$ cat src/hdl/cpc_pkg.sv
// cpc_pkg: shared types and constants for the circular prime check unit
// no dependencies; imported by cpc_ctrl, cpc_dp and circular_prime_check_unit
`timescale 1ns / 1ps

package cpc_pkg;

    localparam int VALUE_W = 16;
    localparam int CUR_W   = 14;
    localparam int DIV_W   = 7;
    localparam int SQ_W    = 14;
    localparam int ROT_W   = 3;

    localparam logic [VALUE_W-1:0] LOW_LIMIT  = 16'd100;
    localparam logic [VALUE_W-1:0] HIGH_LIMIT = 16'd10000;
    localparam logic [VALUE_W-1:0] FOUR_DIGIT = 16'd1000;

    localparam logic [CUR_W-1:0] SCALE_3 = 14'd100;
    localparam logic [CUR_W-1:0] SCALE_4 = 14'd1000;
    localparam logic [CUR_W-1:0] SCALE_5 = 14'd10000;

    localparam logic [DIV_W-1:0] FIRST_DIV = 7'd2;
    localparam logic [SQ_W-1:0]  FIRST_SQ  = 14'd4;
    localparam logic [DIV_W-1:0] SECOND_DIV = 7'd3;
    localparam logic [SQ_W-1:0]  SECOND_SQ  = 14'd9;

    typedef struct packed {
        logic load;
        logic prime_init;
        logic rem_hi;
        logic rem_lo;
        logic rotate;
    } t_cmd;

    typedef struct packed {
        logic oor;
        logic le1;
        logic rem_zero;
        logic past_bound;
        logic last_rot;
    } t_stat;

endpackage

$ cat src/hdl/circular_prime_check_unit.sv
// circular_prime_check_unit: top level, tests whether a value is a circular prime
// instantiates cpc_ctrl and cpc_dp; uses cpc_pkg
//
//  channel  | handshake           | payload
//  ---------+---------------------+-------------------------------------------
//  item in  | i_start, o_busy     | i_value[15:0]
//  result   | o_done (one cycle)  | o_is_circular_prime, o_out_of_range
//
// an item is taken when i_start is high and o_busy is low; o_done follows
// the range check when out of range; otherwise the rotations are tried in turn,
// each against trial divisors (two, then odd ones up to the root), until one fails;
// the remainder unit takes a high then a low slice, seven bits per cycle
// synchronous active-low reset clears control only; no clearing pass
// results cannot be held off; a new item may start while o_done is shown
`timescale 1ns / 1ps

module circular_prime_check_unit
    import cpc_pkg::*;
(
    input  logic               i_clk,
    input  logic               i_rst_n,
    input  logic               i_start,
    input  logic [VALUE_W-1:0] i_value,
    output logic               o_busy,
    output logic               o_done,
    output logic               o_is_circular_prime,
    output logic               o_out_of_range
);

    t_cmd  w_cmd;
    t_stat w_stat;

    cpc_ctrl u_ctrl (
        .i_clk               (i_clk),
        .i_rst_n             (i_rst_n),
        .i_start             (i_start),
        .i_stat              (w_stat),
        .o_cmd               (w_cmd),
        .o_busy              (o_busy),
        .o_done              (o_done),
        .o_is_circular_prime (o_is_circular_prime),
        .o_out_of_range      (o_out_of_range)
    );

    cpc_dp u_dp (
        .i_clk   (i_clk),
        .i_value (i_value),
        .i_cmd   (w_cmd),
        .o_stat  (w_stat)
    );

endmodule

$ cat src/hdl/cpc_dp.sv
// cpc_dp: datapath of the circular prime check unit
// holds the rotation, trial divisor, running square and remainder unit; uses cpc_pkg
`timescale 1ns / 1ps

module cpc_dp
    import cpc_pkg::*;
(
    input  logic               i_clk,
    input  logic [VALUE_W-1:0] i_value,
    input  t_cmd               i_cmd,
    output t_stat              o_stat
);

    logic [CUR_W-1:0] r_cur, n_cur;
    logic [CUR_W-1:0] r_scale, n_scale;
    logic [ROT_W-1:0] r_rot_left, n_rot_left;
    logic             r_oor, n_oor;
    logic [DIV_W-1:0] r_dv, n_dv;
    logic [SQ_W-1:0]  r_sq, n_sq;
    logic [DIV_W-1:0] r_rem, n_rem;

    logic [3:0]       w_lead;
    logic [17:0]      w_prod;
    logic [CUR_W-1:0] w_rest;
    logic [16:0]      w_rot;

    // seven restoring remainder steps on one slice of the dividend
    function automatic logic [DIV_W-1:0] rem_slice(
        input logic [DIV_W-1:0] rin,
        input logic [6:0]       bits,
        input logic [DIV_W-1:0] dv
    );
        logic [DIV_W:0] acc;
        logic [DIV_W-1:0] r;
        r = rin;
        for (int i = 6; i >= 0; i--) begin
            acc = {r, bits[i]};
            if (acc >= {1'b0, dv}) begin
                acc = acc - {1'b0, dv};
            end
            r = acc[DIV_W-1:0];
        end
        return r;
    endfunction

    // leading digit by compare against multiples of the scale
    always_comb begin
        w_lead = 4'd0;
        for (int k = 1; k <= 9; k++) begin
            if ({3'b000, r_cur} >= 17'(k) * {3'b000, r_scale}) begin
                w_lead = 4'(k);
            end
        end
        w_prod = {14'd0, w_lead} * {4'd0, r_scale};
        w_rest = r_cur - w_prod[CUR_W-1:0];
        w_rot  = {3'b000, w_rest} * 17'd10 + {13'd0, w_lead};
    end

    always_comb begin
        n_cur      = r_cur;
        n_scale    = r_scale;
        n_rot_left = r_rot_left;
        n_oor      = r_oor;
        n_dv       = r_dv;
        n_sq       = r_sq;
        n_rem      = r_rem;
        if (i_cmd.load) begin
            n_oor = (i_value < LOW_LIMIT) || (i_value > HIGH_LIMIT);
            n_cur = i_value[CUR_W-1:0];
            if (i_value >= HIGH_LIMIT) begin
                n_scale    = SCALE_5;
                n_rot_left = 3'd4;
            end else if (i_value >= FOUR_DIGIT) begin
                n_scale    = SCALE_4;
                n_rot_left = 3'd3;
            end else begin
                n_scale    = SCALE_3;
                n_rot_left = 3'd2;
            end
        end
        if (i_cmd.prime_init) begin
            n_dv  = FIRST_DIV;
            n_sq  = FIRST_SQ;
            n_rem = 7'd1;
        end
        if (i_cmd.rem_hi) begin
            n_rem = rem_slice(7'd0, r_cur[13:7], r_dv);
        end
        if (i_cmd.rem_lo) begin
            n_rem = rem_slice(r_rem, r_cur[6:0], r_dv);
            // after two only odd divisors
            if (r_dv == FIRST_DIV) begin
                n_dv = SECOND_DIV;
                n_sq = SECOND_SQ;
            end else begin
                n_dv = r_dv + 7'd2;
                n_sq = r_sq + {5'd0, r_dv, 2'b00} + 14'd4;
            end
        end
        if (i_cmd.rotate) begin
            n_cur      = w_rot[CUR_W-1:0];
            n_rot_left = r_rot_left - 3'd1;
        end
    end

    always_ff @(posedge i_clk) begin
        r_cur      <= n_cur;
        r_scale    <= n_scale;
        r_rot_left <= n_rot_left;
        r_oor      <= n_oor;
        r_dv       <= n_dv;
        r_sq       <= n_sq;
        r_rem      <= n_rem;
    end

    assign o_stat.oor        = r_oor;
    assign o_stat.le1        = (r_cur <= 14'd1);
    assign o_stat.rem_zero   = (r_rem == 7'd0);
    assign o_stat.past_bound = (r_sq > r_cur);
    assign o_stat.last_rot   = (r_rot_left == 3'd0);

endmodule

$ cat src/hdl/cpc_ctrl.sv
// cpc_ctrl: controller state machine of the circular prime check unit
// sequences the datapath and registers the result; uses cpc_pkg
`timescale 1ns / 1ps

module cpc_ctrl
    import cpc_pkg::*;
(
    input  logic  i_clk,
    input  logic  i_rst_n,
    input  logic  i_start,
    input  t_stat i_stat,
    output t_cmd  o_cmd,
    output logic  o_busy,
    output logic  o_done,
    output logic  o_is_circular_prime,
    output logic  o_out_of_range
);

    typedef enum logic [6:0] {
        S_IDLE   = 7'b0000001,
        S_RANGE  = 7'b0000010,
        S_PINIT  = 7'b0000100,
        S_TEST   = 7'b0001000,
        S_REM_HI = 7'b0010000,
        S_REM_LO = 7'b0100000,
        S_ROTATE = 7'b1000000
    } t_state;

    t_state r_state, n_state;
    logic   r_done, n_done;
    logic   r_pass, n_pass;
    logic   r_oor, n_oor;

    always_comb begin
        n_state = r_state;
        n_done  = 1'b0;
        n_pass  = r_pass;
        n_oor   = r_oor;
        o_cmd   = '0;
        case (r_state)
            S_IDLE: begin
                if (i_start) begin
                    o_cmd.load = 1'b1;
                    n_state    = S_RANGE;
                end
            end
            S_RANGE: begin
                if (i_stat.oor) begin
                    n_done  = 1'b1;
                    n_pass  = 1'b0;
                    n_oor   = 1'b1;
                    n_state = S_IDLE;
                end else begin
                    n_state = S_PINIT;
                end
            end
            S_PINIT: begin
                if (i_stat.le1) begin
                    n_done  = 1'b1;
                    n_pass  = 1'b0;
                    n_oor   = 1'b0;
                    n_state = S_IDLE;
                end else begin
                    o_cmd.prime_init = 1'b1;
                    n_state          = S_TEST;
                end
            end
            S_TEST: begin
                if (i_stat.rem_zero) begin
                    n_done  = 1'b1;
                    n_pass  = 1'b0;
                    n_oor   = 1'b0;
                    n_state = S_IDLE;
                end else if (i_stat.past_bound) begin
                    if (i_stat.last_rot) begin
                        n_done  = 1'b1;
                        n_pass  = 1'b1;
                        n_oor   = 1'b0;
                        n_state = S_IDLE;
                    end else begin
                        n_state = S_ROTATE;
                    end
                end else begin
                    n_state = S_REM_HI;
                end
            end
            S_REM_HI: begin
                o_cmd.rem_hi = 1'b1;
                n_state      = S_REM_LO;
            end
            S_REM_LO: begin
                o_cmd.rem_lo = 1'b1;
                n_state      = S_TEST;
            end
            S_ROTATE: begin
                o_cmd.rotate = 1'b1;
                n_state      = S_PINIT;
            end
            default: begin
                n_state = S_IDLE;
            end
        endcase
    end

    always_ff @(posedge i_clk) begin
        if (!i_rst_n) begin
            r_state <= S_IDLE;
            r_done  <= 1'b0;
        end else begin
            r_state <= n_state;
            r_done  <= n_done;
        end
        r_pass <= n_pass;
        r_oor  <= n_oor;
    end

    assign o_busy              = (r_state != S_IDLE);
    assign o_done              = r_done;
    assign o_is_circular_prime = r_pass;
    assign o_out_of_range      = r_oor;

    a_done_after_work: assert property (@(posedge i_clk) disable iff (!i_rst_n)
        r_done |-> $past(r_state != S_IDLE))
        else $error("result strobe without an item in work");

    a_oor_no_pass: assert property (@(posedge i_clk) disable iff (!i_rst_n)
        (r_done && r_oor) |-> !r_pass)
        else $error("out-of-range item reported as circular prime");

    a_start_loads: assert property (@(posedge i_clk) disable iff (!i_rst_n)
        (i_start && r_state == S_IDLE) |=> (r_state == S_RANGE))
        else $error("accepted item did not enter range check");

    a_one_cmd: assert property (@(posedge i_clk) disable iff (!i_rst_n)
        $onehot0(o_cmd))
        else $error("more than one datapath command at once");

endmodule
$ cat config.mk
export PLATFORM = sky130hd
export DESIGN_NAME = circular_prime_check_unit
export DESIGN_NICKNAME = d
export VERILOG_FILES = /design/src/hdl/cpc_pkg.sv /design/src/hdl/circular_prime_check_unit.sv /design/src/hdl/cpc_dp.sv /design/src/hdl/cpc_ctrl.sv
export SDC_FILE = /design/constraint.sdc
export NUM_CORES = 1
export LEC_CHECK = 0
export BUFFER_PORTS_ARGS = -buffer_cell sky130_fd_sc_hd__buf_2
export CAP_MARGIN = 20
export CORE_UTILIZATION = 55
export DETAILED_ROUTE_END_ITERATION = 16
export PLACE_DENSITY = 0.69
export SETUP_SLACK_MARGIN = 0.5
export SLEW_MARGIN = 20
export SYNTH_ARGS = -nofsm -noshare
export SYNTH_HDL_FRONTEND = slang
export SYNTH_SLANG_ARGS = --single-unit
$ cat constraint.sdc
create_clock -name i_clk -period 29 [get_ports i_clk]
set_input_delay 0 -clock i_clk [delete_from_list [all_inputs] [get_ports i_clk]]
set_output_delay 0 -clock i_clk [all_outputs]
set_load 0.05 [all_outputs]
Word level (Yosys, flattened, before mapping)

Cells that the tools add are included.

Word-level logic and storage cells: 171
Register bits after elaboration: 70
Output and inout port bits: 4
Bits of input ports: 19

Reduce and logical (&&, ||, !) cells: 8
$lt $le $gt $ge: 29
Equality and inequality tests: 14
Muxes and demuxes: 82
$add $sub $neg: 20
$mul: 7

Operators with widths:

| operator                                                                              | number |
|---|---|
| 7-bit two-way mux                                                                     | 36 |
| 8-bit by 7-bit greater-or-equal comparator with 1-bit output                          | 13 |
| 7-bit subtractor                                                                      | 13 |
| 14-bit by 17-bit greater-or-equal comparator with 1-bit output                        | 5 |
| 14-bit two-way mux                                                                    | 5 |
| 7-bit one-hot mux with 7 select lines                                                 | 1 |
| 3-bit by 14-bit multiplier with 17-bit output, first input constant                   | 2 |
| 14-bit by 16-bit greater-or-equal comparator with 1-bit output                        | 2 |
| 2-bit by 14-bit multiplier with 16-bit output, first input constant                   | 2 |
| 3-bit two-way mux                                                                     | 8 |
| 1-bit two-way mux                                                                     | 23 |
| 4-bit by 14-bit multiplier with 17-bit output, first input constant                   | 1 |
| 16-bit by 10-bit greater-or-equal comparator with 1-bit output, second input constant | 1 |
| 16-bit by 14-bit greater-or-equal comparator with 1-bit output, second input constant | 1 |
| 16-bit by 14-bit greater-than comparator with 1-bit output, second input constant     | 1 |
| 16-bit by 7-bit < comparator with 1-bit output, second input constant                 | 1 |
| 14-bit by 15-bit greater-or-equal comparator with 1-bit output                        | 1 |
| 14-bit by 3-bit adder with 14-bit output, second input constant                       | 1 |
| 14-bit by 4-bit adder with 14-bit output                                              | 1 |
| 14-bit by 9-bit adder with 14-bit output                                              | 1 |
| 7-bit by 2-bit == test with 1-bit output, second input constant                       | 2 |
| 14-bit greater-or-equal comparator                                                    | 1 |
| 14-bit greater-than comparator                                                        | 1 |
| 14-bit by 1-bit <= comparator with 1-bit output, second input constant                | 1 |
| 27 further kinds                                                                      | 36 |

Longest topological paths before layout

Gate-level depths: netlist (run 1).

Word-level depth: 22
Mapped depth: 70
Mapped depth without buffers: 67

Cells and area by module

Synthesis (run 1) repeated with hierarchy kept, for this count alone.

Cell total of the unflattened synthesis: 1571
Area, all modules: 13487.9 um2

By module, submodules not included:

| module   | times used | area an instance (um2) | cells each | sequential area each (um2) |
|---|---|---|---|---|
| cpc_dp   | 1          | 12934.9                | 1510       | 1501.4 |
| cpc_ctrl | 1          | 553.0                  | 61         | 220.2 |

Worst setup path before layout (run 1)

No wires, ideal clock.

Path type: reg-to-reg
Start: register u_dp.r_dv[1]
End: register u_dp.r_rem[0], data pin
Setup time: 257 ps
Cell stages (with the launch flop): 67
Data required time: 28743 ps
Buffers on the path: 3
Clock period less this slack: 14350 ps
Arrival: 14093 ps
Setup slack: 14650 ps
Cell sequence: edfxtp_1 > inv_1 > fa_1 > a211oi_2 > o21ai_2 > a21o_1 > mux2_2 > ha_1 > o21ai_1 > a21oi_1 > o31a_1 > a311o_1 > clkbuf_1 > nand2_1 > o21ai_0 > fa_1 > nor2b_1 > o31ai_1 > [31 not listed] > a21boi_0 > o21a_1 > nor2_1 > o21ai_0 > a21oi_1 > nand4_1 > mux2i_2 > mux2i_1 > fa_1 > a21o_1 > a21oi_1 > o21bai_1 > a21oi_1 > o21ai_0 > a21oi_1 > o2111ai_4 > mux2i_1 > o22a_1

Word-level cells in the longest chain between the ends: 22
Elaborated cells between the ends (all ways): 54
Those cells by class: 12 x add/sub; 14 x order compare; 28 x mux

RTL lines:

| item                                                                                                                               | RTL line                   | RTL |
|---|---|---|
| from (decl)                                                                                                                        | cpc_dp.sv:18               | `logic [DIV_W-1:0] r_dv, n_dv;` |
| from (signal assigned)                                                                                                             | cpc_dp.sv:111              | `r_dv <= n_dv;` |
| 1-bit by 7-bit subtractor with 7-bit output / 1-bit by 7-bit greater-or-equal comparator with 1-bit output (equally long branches) | cpc_dp.sv:39, cpc_dp.sv:38 |  |
| 7-bit two-way mux                                                                                                                  | cpc_dp.sv:38               | `if (acc >= {1'b0, dv}) begin` |
| 7-bit two-way mux                                                                                                                  | cpc_dp.sv:86               | `if (i_cmd.rem_hi) begin` |
| 7-bit subtractor / 8-bit by 7-bit greater-or-equal comparator with 1-bit output (equally long branches)                            | cpc_dp.sv:39, cpc_dp.sv:38 |  |
| 7-bit two-way mux                                                                                                                  | cpc_dp.sv:38               |  |
| 7-bit two-way mux                                                                                                                  | cpc_dp.sv:86               |  |
| 7-bit subtractor / 8-bit by 7-bit greater-or-equal comparator with 1-bit output (equally long branches)                            | cpc_dp.sv:39, cpc_dp.sv:38 |  |
| 7-bit two-way mux                                                                                                                  | cpc_dp.sv:38               |  |
| [7 not listed]                                                                                                                     | -                          |  |
| 7-bit subtractor / 8-bit by 7-bit greater-or-equal comparator with 1-bit output (equally long branches)                            | cpc_dp.sv:39, cpc_dp.sv:38 |  |
| 7-bit two-way mux                                                                                                                  | cpc_dp.sv:38               |  |
| 7-bit two-way mux                                                                                                                  | cpc_dp.sv:86               |  |
| 8-bit by 7-bit greater-or-equal comparator with 1-bit output                                                                       | cpc_dp.sv:38               |  |
| 7-bit two-way mux                                                                                                                  | cpc_dp.sv:38               |  |
| 7-bit two-way mux                                                                                                                  | cpc_dp.sv:86               |  |
| 7-bit two-way mux *                                                                                                                | cpc_dp.sv:89               | `if (i_cmd.rem_lo) begin` |
| named net u_dp.n_rem[0]                                                                                                            | cpc_dp.sv:20               | `logic [DIV_W-1:0] r_rem, n_rem;` |
| to (signal assigned)                                                                                                               | cpc_dp.sv:113              | `r_rem <= n_rem;` |
| to (decl)                                                                                                                          | cpc_dp.sv:20               |  |

Mark *: on every way through the listed nets, which the timed path passes. The rest lies on a longest branch. The select of a mux whose other input is x is not followed.
A chain may end at the register's enable or synchronous reset.

Worst setup path after layout (run 1)

Start: register u_dp.r_cur[6]
End: register u_dp.r_rem[0], data pin

Word-level cells in the longest chain between the ends: 21
Elaborated cells between the ends (all ways): 27
Those cells by class: 6 x add/sub; 7 x order compare; 14 x mux

RTL lines:

| item                                                                                                    | RTL line                   | RTL |
|---|---|---|
| from (decl)                                                                                             | cpc_dp.sv:14               | `logic [CUR_W-1:0] r_cur, n_cur;` |
| from (signal assigned)                                                                                  | cpc_dp.sv:107              | `r_cur <= n_cur;` |
| 7-bit subtractor / 8-bit by 7-bit greater-or-equal comparator with 1-bit output (equally long branches) | cpc_dp.sv:39, cpc_dp.sv:38 |  |
| 7-bit two-way mux *                                                                                     | cpc_dp.sv:38               |  |
| 7-bit two-way mux *                                                                                     | cpc_dp.sv:89               |  |
| 7-bit subtractor / 8-bit by 7-bit greater-or-equal comparator with 1-bit output (equally long branches) | cpc_dp.sv:39, cpc_dp.sv:38 |  |
| 7-bit two-way mux *                                                                                     | cpc_dp.sv:38               |  |
| 7-bit two-way mux *                                                                                     | cpc_dp.sv:89               |  |
| 7-bit subtractor / 8-bit by 7-bit greater-or-equal comparator with 1-bit output (equally long branches) | cpc_dp.sv:39, cpc_dp.sv:38 |  |
| 7-bit two-way mux *                                                                                     | cpc_dp.sv:38               |  |
| [6 not listed]                                                                                          | -                          |  |
| 7-bit two-way mux *                                                                                     | cpc_dp.sv:89               |  |
| 7-bit subtractor / 8-bit by 7-bit greater-or-equal comparator with 1-bit output (equally long branches) | cpc_dp.sv:39, cpc_dp.sv:38 |  |
| 7-bit two-way mux *                                                                                     | cpc_dp.sv:38               |  |
| 7-bit two-way mux *                                                                                     | cpc_dp.sv:89               |  |
| 8-bit by 7-bit greater-or-equal comparator with 1-bit output *                                          | cpc_dp.sv:38               |  |
| 7-bit two-way mux *                                                                                     | cpc_dp.sv:38               |  |
| 7-bit two-way mux *                                                                                     | cpc_dp.sv:89               |  |
| named net u_dp.n_rem[0]                                                                                 | cpc_dp.sv:20               |  |

Marks and branches as above.

==> results of run 1 <==
## sequential cells by signal, indices dropped and copies added, names as in the netlist
name and flops:
u_ctrl.o_out_of_range 1, u_dp.r_sq 13, u_dp.r_rot_left 3, u_dp.r_cur 14, u_dp.r_oor 1, u_ctrl.o_is_circular_prime 1
u_dp.r_dv 7, u_dp.r_scale 5, u_ctrl.o_done 1, u_dp.r_rem 7, u_ctrl.r_state 7
## routing by layer
layer / share of wire (%) / wire length [µm] / up-vias
met1: 46 / 16200 / 5577
li1: - / - / 5866
met3: 4.3 / 1510 / 64
met4: 2.4 / 839 / 0
met5: 0 / 0 / -
met2: 48 / 16900 / 274
## cells by family (layout without fill, tap and decap cells)
family	Yosys count	count (layout)
AOI/OAI and AO/OA	412	412
xor gates and xnor gates	114	114
adders and majority gates	324	324
buffers and inverters	168	212
DFF	60	60
muxes	60	60
and+or+nand+nor	438	438
## power breakdown
group / internal, mW / switching (mW) / total (mW) / leakage [nW]
clock network: 0.0840 / 0.0396 / 0.124 / 0.163
registers: 0.0965 / 0.00788 / 0.104 / 0.511
logic: 0.462 / 0.521 / 0.984 / 6.06
total: 0.643 / 0.569 / 1.21 / 6.73
## worst register-to-register path, delay by kind of cell, from the launching register on
kind / cells / cell delay [ns]
buf+inv: 4 / 0.46
compound gates: 35 / 7.96
simple gates: 11 / 1.96
mux: 6 / 1.95
flops: 1 / 0.68
fa+ha+maj: 8 / 2.92
## synthesized netlist by cell type (12+ instances only)
library cell	count	area share [%]
a31oi_1	14	0.65
o211ai_1	17	0.95
nand2_1	90	2.5
nand2b_1	26	1.2
mux2_2	26	2.2
xor2_1	39	2.5
nor2_1	109	3.0
clkbuf_1	13	0.36
a21oi_1	102	3.8
ha_1	279	26
a21o_1	43	2.4
nor3_1	24	0.89
mux2i_1	30	2.2
o21bai_1	12	0.67
fa_1	45	6.7
o21a_1	31	1.7
o21ai_0	88	3.3
xnor2_1	74	4.8
edfxtp_1	52	12
nor2b_1	39	1.8
nand4_1	22	1.0
inv_1	150	4.2
nand3_1	37	1.4
## per-stage QoR
step	utilization, %	hold slack [ns]	instances
after detailed placement	59.1	0.264	1916
final	60.9	0.00976	1939
after floorplan	-	0.132	1576
after CTS	60.9	0.00132	1939
after global placement	59.1	0.258	1916
after global routing	60.9	0.0181	1939
## final timing paths
kind | startpoint | to | slack (ns) | cells past startpoint
setup / recovery | u_dp.r_cur[6] | u_dp.r_rem[0] | 12.84 | 64
hold / removal | i_value[0] | u_dp.r_cur[0] | 0.01 | 3
setup reg to reg | u_dp.r_cur[6] | u_dp.r_rem[0] | 12.84 | 64
hold reg to reg | u_dp.r_oor | u_ctrl.r_state[2] | 0.59 | 3
## final cells by class
class                           count  area [µm²]  area share, %
Clock buffer                       10         229           1.58
Timing Repair Buffer               45         300           2.08
Sequential cell                    60        1720           11.9
Clock inverter                      6         111          0.770
Tap cell                          319         399           2.76
Multi-Input combinational cell   1348       11100           77.0
Inverter                          151         567           3.92
## repair_timing
action,4_1_cts,5_1_grt
hold endpoints to repair,8,0
buffers inserted,0,0
hold buffers,7,0
setup endpoints to repair,0,0
==> qor.yml, run 1 <==
nFillCells: 2116
setup.worst_path.end_class: "register"
grt_overflow_total: 0
critPathLaunchType: "register"
slowest_delay_ns: 0.68
worstSkewPairLatency_ns: 0.33
finalCritPeriodShare_pct: 55.7
relSlewSlack_pct: 31.0
layout_commonest_cell: "ha_1"
clk_pin_slew_ns: 0.05
grtUsageTotal_pct: 29.4
clock-root-buffer: "clkbuf_16"
synth_compound_area_share_pct: 20.8
total_power_mw: 1.21
synth_cell_types: 93
first_pass_iters: 7
critPathMaxFanout: 16
leakagePower_nw: 6.73
maxCapViolCount: 0
die_w_um: 159
wirelength_mm: 35.4
coreArea_um2: 23800
avgViaCountPerCell: 6.08
ant_nets: 0
drc_errors: 0
die_area_um2: 25200
antenna_found_initial: 0
setup_violations: 0
ir_drop_uv: 474
cts-resized-gates: 0
htreeDepth: 3
p_per_area_nw_per_um2: 83.8
grt.busiest_layer: "met2"
design_area_um2: 14500
ys_warn_count: 0
clkSinkCount: 60
synth_fa_ha_area_share_pct: 32.5
synth-async-reset-ratio_pct: 0
grt_pass1_wl_mm: 58.0
gp_congestion: 0.960
report.final.slew_viol_count: 0
placementRows: 56
cts-buffers-inserted: 9
crit_path_frequent_cell: "a21oi_1"
wl_per_cell_um: 18.3
ys.flop_type: "edfxtp_1"
cts_buffer_depth: 2
start_util_pct: 56.8
worst_slack_ns: 12.84
path_buf_inv: 4
hpwl_mm: 27.8
synthSimpleGateAreaFrac_pct: 16.8
hold_viol_final: 0
die_y_um: 159
crit_required_ns: 29.08
synthCells: 1576
finalNetCount: 1958
outcome: "finished clean"
drt_iter0_drc: 801
io_buffer_count: 22
antenna_cells: 0
cts_tree: "yes"
yosys_register_bits: 60
grt_max_degree: 32
vias: 11800
globalRouteMet3Util_pct: 2.80
min_path_type: "input port to register"
grt_pass1_vias: 11600
timing.final.crit_period_ns: 16.16
muxShareOfSynthArea_pct: 4.80
fin_skew_ns: 0.00689
ioPinCount: 23
crit_slowest_cell: "edfxtp_1"
syn_area_um2: 13500
max_freq_ghz: 0.0619
criticalPathCategory: "register to register"
tightest_slew_ns: 1.01
crit_family: "compound AO/OA/AOI/OAI gates"
grt.met1_usage_pct: 38.5
dpl_cell_area_um2: 14000
area_delta_synth_final_pct: 7.11
met2_usage_pct: 51.3
synth_edf_count: 52
grt_setup_unrepaired: "no"
synth_top_family_by_area: "adder cells"
syn_nets: 1919
worst_ep_arrival_time_ns: 16.24
drive_gt1_share_pct: 7.04
synth_xor_xnor_area_share_pct: 7.50
ys_seq_area_share_pct: 12.8
postSynthAreaPerCell_um2: 8.56
dp_slack_ns: 13.19
tns_ns: 0
final_cell_mix: "ha_1, inv_1, nor2_1"
No activity file was read; power rests on OpenSTA's default activity.
==> run 2, diff against run 1 <==
--- a/config.mk
+++ b/config.mk
@@ -9,7 +9,7 @@
 export CAP_MARGIN = 20
 export CORE_UTILIZATION = 55
 export DETAILED_ROUTE_END_ITERATION = 16
-export PLACE_DENSITY = 0.69
+export PLACE_DENSITY = 0.72
 export SETUP_SLACK_MARGIN = 0.5
 export SLEW_MARGIN = 20
 export SYNTH_ARGS = -nofsm -noshare
==> constraint.sdc (replaced) <==
create_clock -name i_clk -period 13.5 [get_ports i_clk]
set_input_delay 0 -clock i_clk [delete_from_list [all_inputs] [get_ports i_clk]]
set_output_delay 0 -clock i_clk [all_outputs]
set_load 0.05 [all_outputs]
==> qor.yml, run 2 (synthesis gave the netlist of run 1 again) <==
hold_depth: 3  # unchanged
worst_ep_arrival_time_ns: 13.00  # was 16.24 ns
cts_tree: "yes"  # unchanged
r2r-end: "u_dp.r_rem[3]"  # was u_dp.r_rem[0]
grt_pass1_vias: 11800  # was 11600
top_register: "u_dp.r_cur"  # unchanged
first_pass_iters: 6  # was 7
ir_drop_uv: 778  # was 474 µV
report.final.slew_viol_count: 0  # unchanged
crit_slowest_cell: "a311o_2"  # was edfxtp_1
io_buffer_count: 22  # unchanged
criticalPathCategory: "register to register"  # unchanged
crit_path_frequent_cell: "a21oi_2"  # was a21oi_1
cts_buffer_depth: 2  # unchanged
slowest_delay_ns: 0.43  # was 0.68 ns
grt_setup_unrepaired: "yes"  # was no
finalNetCount: 2020  # was 1958
setup_violations: 0  # unchanged
die_area_um2: 25200  # unchanged
ff2ff_setup_slack_ns: 0.55  # was 12.84 ns
start_util_pct: 56.8  # unchanged
ioPinCount: 23  # unchanged
placementRows: 56  # unchanged
final_cell_mix: "ha_1, inv_1, nor2_1"  # unchanged
area_delta_synth_final_pct: 15.4  # was 7.11%
reg2reg_from: "u_dp.r_cur[6]"  # unchanged
cts-buffers-inserted: 9  # unchanged
wl_per_cell_um: 19.3  # was 18.3 µm
critPathMaxFanout: 7  # was 16
layout_commonest_cell: "ha_1"  # unchanged
largest_registers: "u_dp.r_cur x14, u_dp.r_sq x13"  # unchanged
tns_ns: 0  # unchanged
clock-root-buffer: "clkbuf_16"  # unchanged
dp_slack_ns: 0.0732  # was 13.19 ns
p_per_area_nw_per_um2: 173  # was 83.8 nW/µm²
die_y_um: 159  # unchanged
grtUsageTotal_pct: 30.5  # was 29.4%
hold_viol_final: 0  # unchanged
crit_required_ns: 13.55  # was 29.08 ns
maxCapViolCount: 0  # unchanged
leakagePower_nw: 7.10  # was 6.73 nW
ff2ff_path_depth: 65  # was 64
antenna_found_initial: 0  # unchanged
avgViaCountPerCell: 6.21  # was 6.08
grt_pass1_wl_mm: 60.0  # was 58.0 mm
worst_slack_ns: 0.550  # was 12.84 ns
max_freq_ghz: 0.0772  # was 0.0619 GHz
hpwl_mm: 28.8  # was 27.8 mm
tightest_slew_ns: 0.898  # was 1.01 ns
drc_errors: 0  # unchanged
clk_pin_slew_ns: 0.05  # about the same
fin_hold_ws_ns: 0.0229  # was 0.00976 ns
largest_reg_flops: 14  # unchanged
critPathLaunchType: "register"  # unchanged
drt_iter0_drc: 931  # was 801
nFillCells: 1979  # was 2116
outcome: "finished clean"  # unchanged
coreArea_um2: 23800  # unchanged
finalCritPeriodShare_pct: 95.9  # was 55.7%
die_w_um: 159  # unchanged
hold_end: "u_dp.r_cur[0]"  # unchanged
gp_congestion: 0.968  # was 0.960
clkSinkCount: 60  # unchanged
total_power_mw: 2.70  # was 1.21 mW
grt_overflow_total: 0  # unchanged
grt_max_degree: 32  # unchanged
htreeDepth: 3  # unchanged
timing.final.crit_period_ns: 12.95  # was 16.16 ns
hold_start: "i_value[0]"  # unchanged
setup.worst_path.end_class: "register"  # unchanged
fin_util_pct: 65.6  # was 60.9%
worstSkewPairLatency_ns: 0.33  # about the same
ant_nets: 0  # unchanged
wirelength_mm: 38.6  # was 35.4 mm
relSlewSlack_pct: 40.0  # was 31.0%
vias: 12400  # was 11800
fin_skew_ns: 0.00754  # was 0.00689 ns
antenna_cells: 0  # unchanged
drive_gt1_share_pct: 16.3  # was 7.04%
min_path_type: "input port to register"  # unchanged
## run 2: cell count changes in the layout (fill, tap and decap cells not counted), moves of 7 or more
| cell | before | now |
|---|---|---|
| a21oi_1 | 102 | 89 |
| a21oi_2 | 0 | 9 |
| buf_4 | 16 | 75 |
| ha_1 | 279 | 264 |
| ha_4 | 0 | 14 |
| mux2i_1 | 30 | 16 |
| mux2i_2 | 1 | 11 |
| nor2_1 | 109 | 101 |
| nor2_2 | 1 | 8 |
| o21ai_0 | 88 | 79 |
## run 2: worst max-delay path by stage
| stage | to | depth (start not counted) | slack [ns] | startpoint |
|---|---|---|---|---|
| final | u_dp.r_rem[3] | 65 | 0.55 | u_dp.r_cur[6] |
| after global routing | u_dp.r_rem[0] | 68 | -0.05 | u_dp.r_cur[6] |
| after CTS | u_dp.r_rem[0] | 62 | 0.50 | u_dp.r_cur[6] |
| after detailed placement | u_dp.r_rem[0] | 62 | 0.07 | u_dp.r_cur[6] |
| after global placement | u_dp.r_rem[6] | 61 | 0.39 | u_dp.r_dv[1] |
| after floorplan | u_dp.r_rem[0] | 63 | 0.22 | u_dp.r_dv[1] |
## run 2: metrics by stage
step,area (µm²),std cells
after floorplan,13700,1576
after global placement,14300,1929
after detailed placement,14300,1929
after CTS,14900,1967
after global routing,15600,2001
final,15600,2001
## run 2: worst max-delay path: cells and delay by family, from the launching register on
family | cells | cell delay [ns]
AO/OA/AOI/OAI | 35 | 6.37
multiplexers | 7 | 1.80
flip-flops | 1 | 0.39
AND/OR/NAND/NOR | 9 | 1.27
adder cells (fa/ha/maj) | 8 | 2.12
buffers and inverters | 6 | 0.70
## run 2: repair_timing
action / 4_1_cts / 5_1_grt
pin swaps: 4 / 53
setup buffers: 15 / 34
hold buffers: 6 / 0
hold endpoints to repair: 7 / 0
cloned: 1 / 0
resized for setup: 9 / 87
endpoints found under the setup margin: 7 / 7
## run 2: per-layer routing
layer / track usage [%] / part of all wire (%) / up-vias
met1: 41.0 / 44 / 5941
met3: 2.91 / 6.3 / 60
li1: - / - / 5998
met5: 0 / 0 / -
met4: 7.97 / 1.9 / 0
met2: 52.0 / 48 / 426
## run 2: area by class of cell
class	instances	area (µm²)	share of cell area [%]
multi-input combinational	1349	11800	75.7
sequential	60	1720	11.1
timing repair buffer	106	776	4.98
inverter	151	571	3.66
tap	319	399	2.56
clock buffer	9	225	1.45
clock inverter	7	91.3	0.586
## run 2: where the power goes
group | internal [mW] | total (mW) | switching [mW]
logic | 1.06 | 2.22 | 1.16
clock network | 0.161 | 0.250 | 0.0892
registers | 0.207 | 0.223 | 0.0158
total | 1.43 | 2.70 | 1.26
==> run 3, diff against run 2 <==
--- a/config.mk
+++ b/config.mk
@@ -5,7 +5,7 @@
 export SDC_FILE = /design/constraint.sdc
 export NUM_CORES = 1
 export LEC_CHECK = 0
-export BUFFER_PORTS_ARGS = -buffer_cell sky130_fd_sc_hd__buf_2
+export BUFFER_PORTS_ARGS = -buffer_cell sky130_fd_sc_hd__buf_4
 export CAP_MARGIN = 20
 export CORE_UTILIZATION = 55
 export DETAILED_ROUTE_END_ITERATION = 16
==> qor.yml, run 3 (synthesis gave the netlist of run 1 again) <==
outcome: "finished clean"  # unchanged
finalNetCount: 2034  # was 2020
hold_viol_final: 0  # unchanged
ir_drop_uv: 934  # was 778 µV
final_cell_mix: "ha_1, inv_1, buf_4"  # was ha_1, inv_1, nor2_1
start_util_pct: 56.8  # unchanged
grt_max_degree: 32  # unchanged
ff2ff_setup_slack_ns: 0.50  # was 0.55 ns
tightest_slew_ns: 0.956  # was 0.898 ns
io_buffer_count: 22  # unchanged
r2r-end: "u_dp.r_rem[1]"  # was u_dp.r_rem[3]
report.final.slew_viol_count: 0  # unchanged
drc_errors: 0  # unchanged
drt_iter0_drc: 991  # was 931
hold_start: "i_value[2]"  # was i_value[0]
setup_violations: 0  # unchanged
antenna_found_initial: 0  # unchanged
worstSkewPairLatency_ns: 0.33  # about the same
critPathMaxFanout: 8  # was 7
relSlewSlack_pct: 36.1  # was 40.0%
min_path_type: "input port to register"  # unchanged
setup.worst_path.end_class: "register"  # unchanged
leakagePower_nw: 7.17  # was 7.10 nW
grtUsageTotal_pct: 30.5  # about the same
crit_path_end: "u_dp.r_rem[1]"  # was u_dp.r_rem[3]
p_per_area_nw_per_um2: 173  # about the same
dp.cells: 1929  # unchanged
finalCritPeriodShare_pct: 96.3  # was 95.9%
ant_nets: 0  # unchanged
fin_skew_ns: 0.00699  # was 0.00754 ns
cts_buffer_depth: 2  # unchanged
coreArea_um2: 23800  # unchanged
die_w_um: 159  # unchanged
timing.final.crit_period_ns: 13.00  # was 12.95 ns
htreeDepth: 3  # unchanged
drive_gt1_share_pct: 16.0  # was 16.3%
maxCapViolCount: 0  # unchanged
area_delta_synth_final_pct: 16.3  # was 15.4%
hpwl_mm: 28.7  # was 28.8 mm
gp_congestion: 0.965  # was 0.968
die_y_um: 159  # unchanged
grt_setup_unrepaired: "yes"  # unchanged
ff2ff_path_depth: 67  # was 65
grt_overflow_total: 0  # unchanged
largest_reg_flops: 14  # unchanged
worst_ep_arrival_time_ns: 13.05  # was 13.00 ns
grt_pass1_wl_mm: 59.9  # was 60.0 mm
layout_commonest_cell: "ha_1"  # unchanged
clock-root-buffer: "clkbuf_16"  # unchanged
cts-buffers-inserted: 9  # unchanged
grt_pass1_vias: 11900  # was 11800
crit_path_start: "u_dp.r_cur[6]"  # unchanged
wirelength_mm: 38.8  # was 38.6 mm
criticalPathCategory: "register to register"  # unchanged
placementRows: 56  # unchanged
crit_path_frequent_cell: "a21oi_2"  # unchanged
stdcell_count: 2015  # was 2001
clkSinkCount: 60  # unchanged
clk_pin_slew_ns: 0.06  # was 0.05 ns
top_register: "u_dp.r_cur"  # unchanged
largest_registers: "u_dp.r_cur x14, u_dp.r_sq x13"  # unchanged
design_area_um2: 15700  # was 15600 µm²
dpl_cell_area_um2: 14400  # was 14300 µm²
fin_hold_ws_ns: 0.0232  # was 0.0229 ns
slowest_delay_ns: 0.44  # was 0.43 ns
avgViaCountPerCell: 6.16  # was 6.21
vias: 12400  # about the same
cts_tree: "yes"  # unchanged
crit_slowest_cell: "a311o_2"  # unchanged
first_pass_iters: 5  # was 6
critPathLaunchType: "register"  # unchanged
reg2reg_from: "u_dp.r_cur[6]"  # unchanged
antenna_cells: 0  # unchanged
die_area_um2: 25200  # unchanged
wl_per_cell_um: 19.3  # about the same
ioPinCount: 23  # unchanged
max_freq_ghz: 0.0769  # was 0.0772 GHz
crit_required_ns: 13.55  # about the same
total_power_mw: 2.71  # was 2.70 mW
==> run 3: cell count changes in the layout (fill, tap and decap cells not counted), sizes merged <==
cell         before  now
clkinvlp          4    3
bufinv            2    1
inv             150  154
buf             100  106
dlygate4sd3       6   14
clkinv            2    0
==> run 3: how the worst min path moves through the flow <==
stage          cells past startpoint                end  slack, ns
5_1_grt                            3      u_dp.r_cur[2]       0.01
3_3_place_gp                       3  u_ctrl.r_state[1]       0.26
4_1_cts                            3      u_dp.r_cur[2]       0.01
6_report                           3      u_dp.r_cur[2]       0.02
3_5_place_dp                       3  u_ctrl.r_state[1]       0.28
2_1_floorplan                      2  u_ctrl.r_state[3]       0.13
==> run 3: cell type report <==
cell class                      count  area (µm²)
Multi-Input combinational cell   1349       11700
Fill cell                        1913        8060
Sequential cell                    60        1720
Timing Repair Buffer              120         960
Inverter                          151         571
Tap cell                          319         399
Clock buffer                        9         225
Clock inverter                      7        82.6
==> run 3: power breakdown <==
part / internal, mW / switching [mW] / total [mW]
clock network: 0.146 / 0.0944 / 0.240
registers: 0.207 / 0.0160 / 0.223
logic: 1.07 / 1.18 / 2.25
==> run 3: critical path: cells and delay by family, from the launching register on <==
family / cells / cell delay (ns)
muxes: 6 / 1.70
adders and majority gates: 8 / 2.30
buffers and inverters: 8 / 0.86
and+or+nand+nor: 9 / 1.05
DFF: 1 / 0.40
AOI/OAI and AO/OA: 36 / 6.40
==> run 3: metrics by stage <==
step	setup TNS (ns)	worst slack (ns)	util [%]
after floorplan	0	0.223	-
after global placement	0	0.450	60.6
after detailed placement	0	0.0769	60.6
after CTS	0	0.485	63.1
after global routing	-0.511	-0.106	66.1
final	0	0.501	66.1
==> run 3: repair_timing <==
item / CTS / global route
pin swaps: 12 / 54
endpoints found under the hold margin: 16 / 0
setup buffers: 12 / 43
hold buffers: 14 / 0
cloned: 1 / 0
setup endpoints to repair: 7 / 7
resized for setup: 13 / 71
==> run 3: layer usage <==
metal,wire length [µm],GRT usage (%)
met1,17300,40.5
met5,0,0
met2,18300,52.6
met4,1100,7.92
met3,2140,2.89
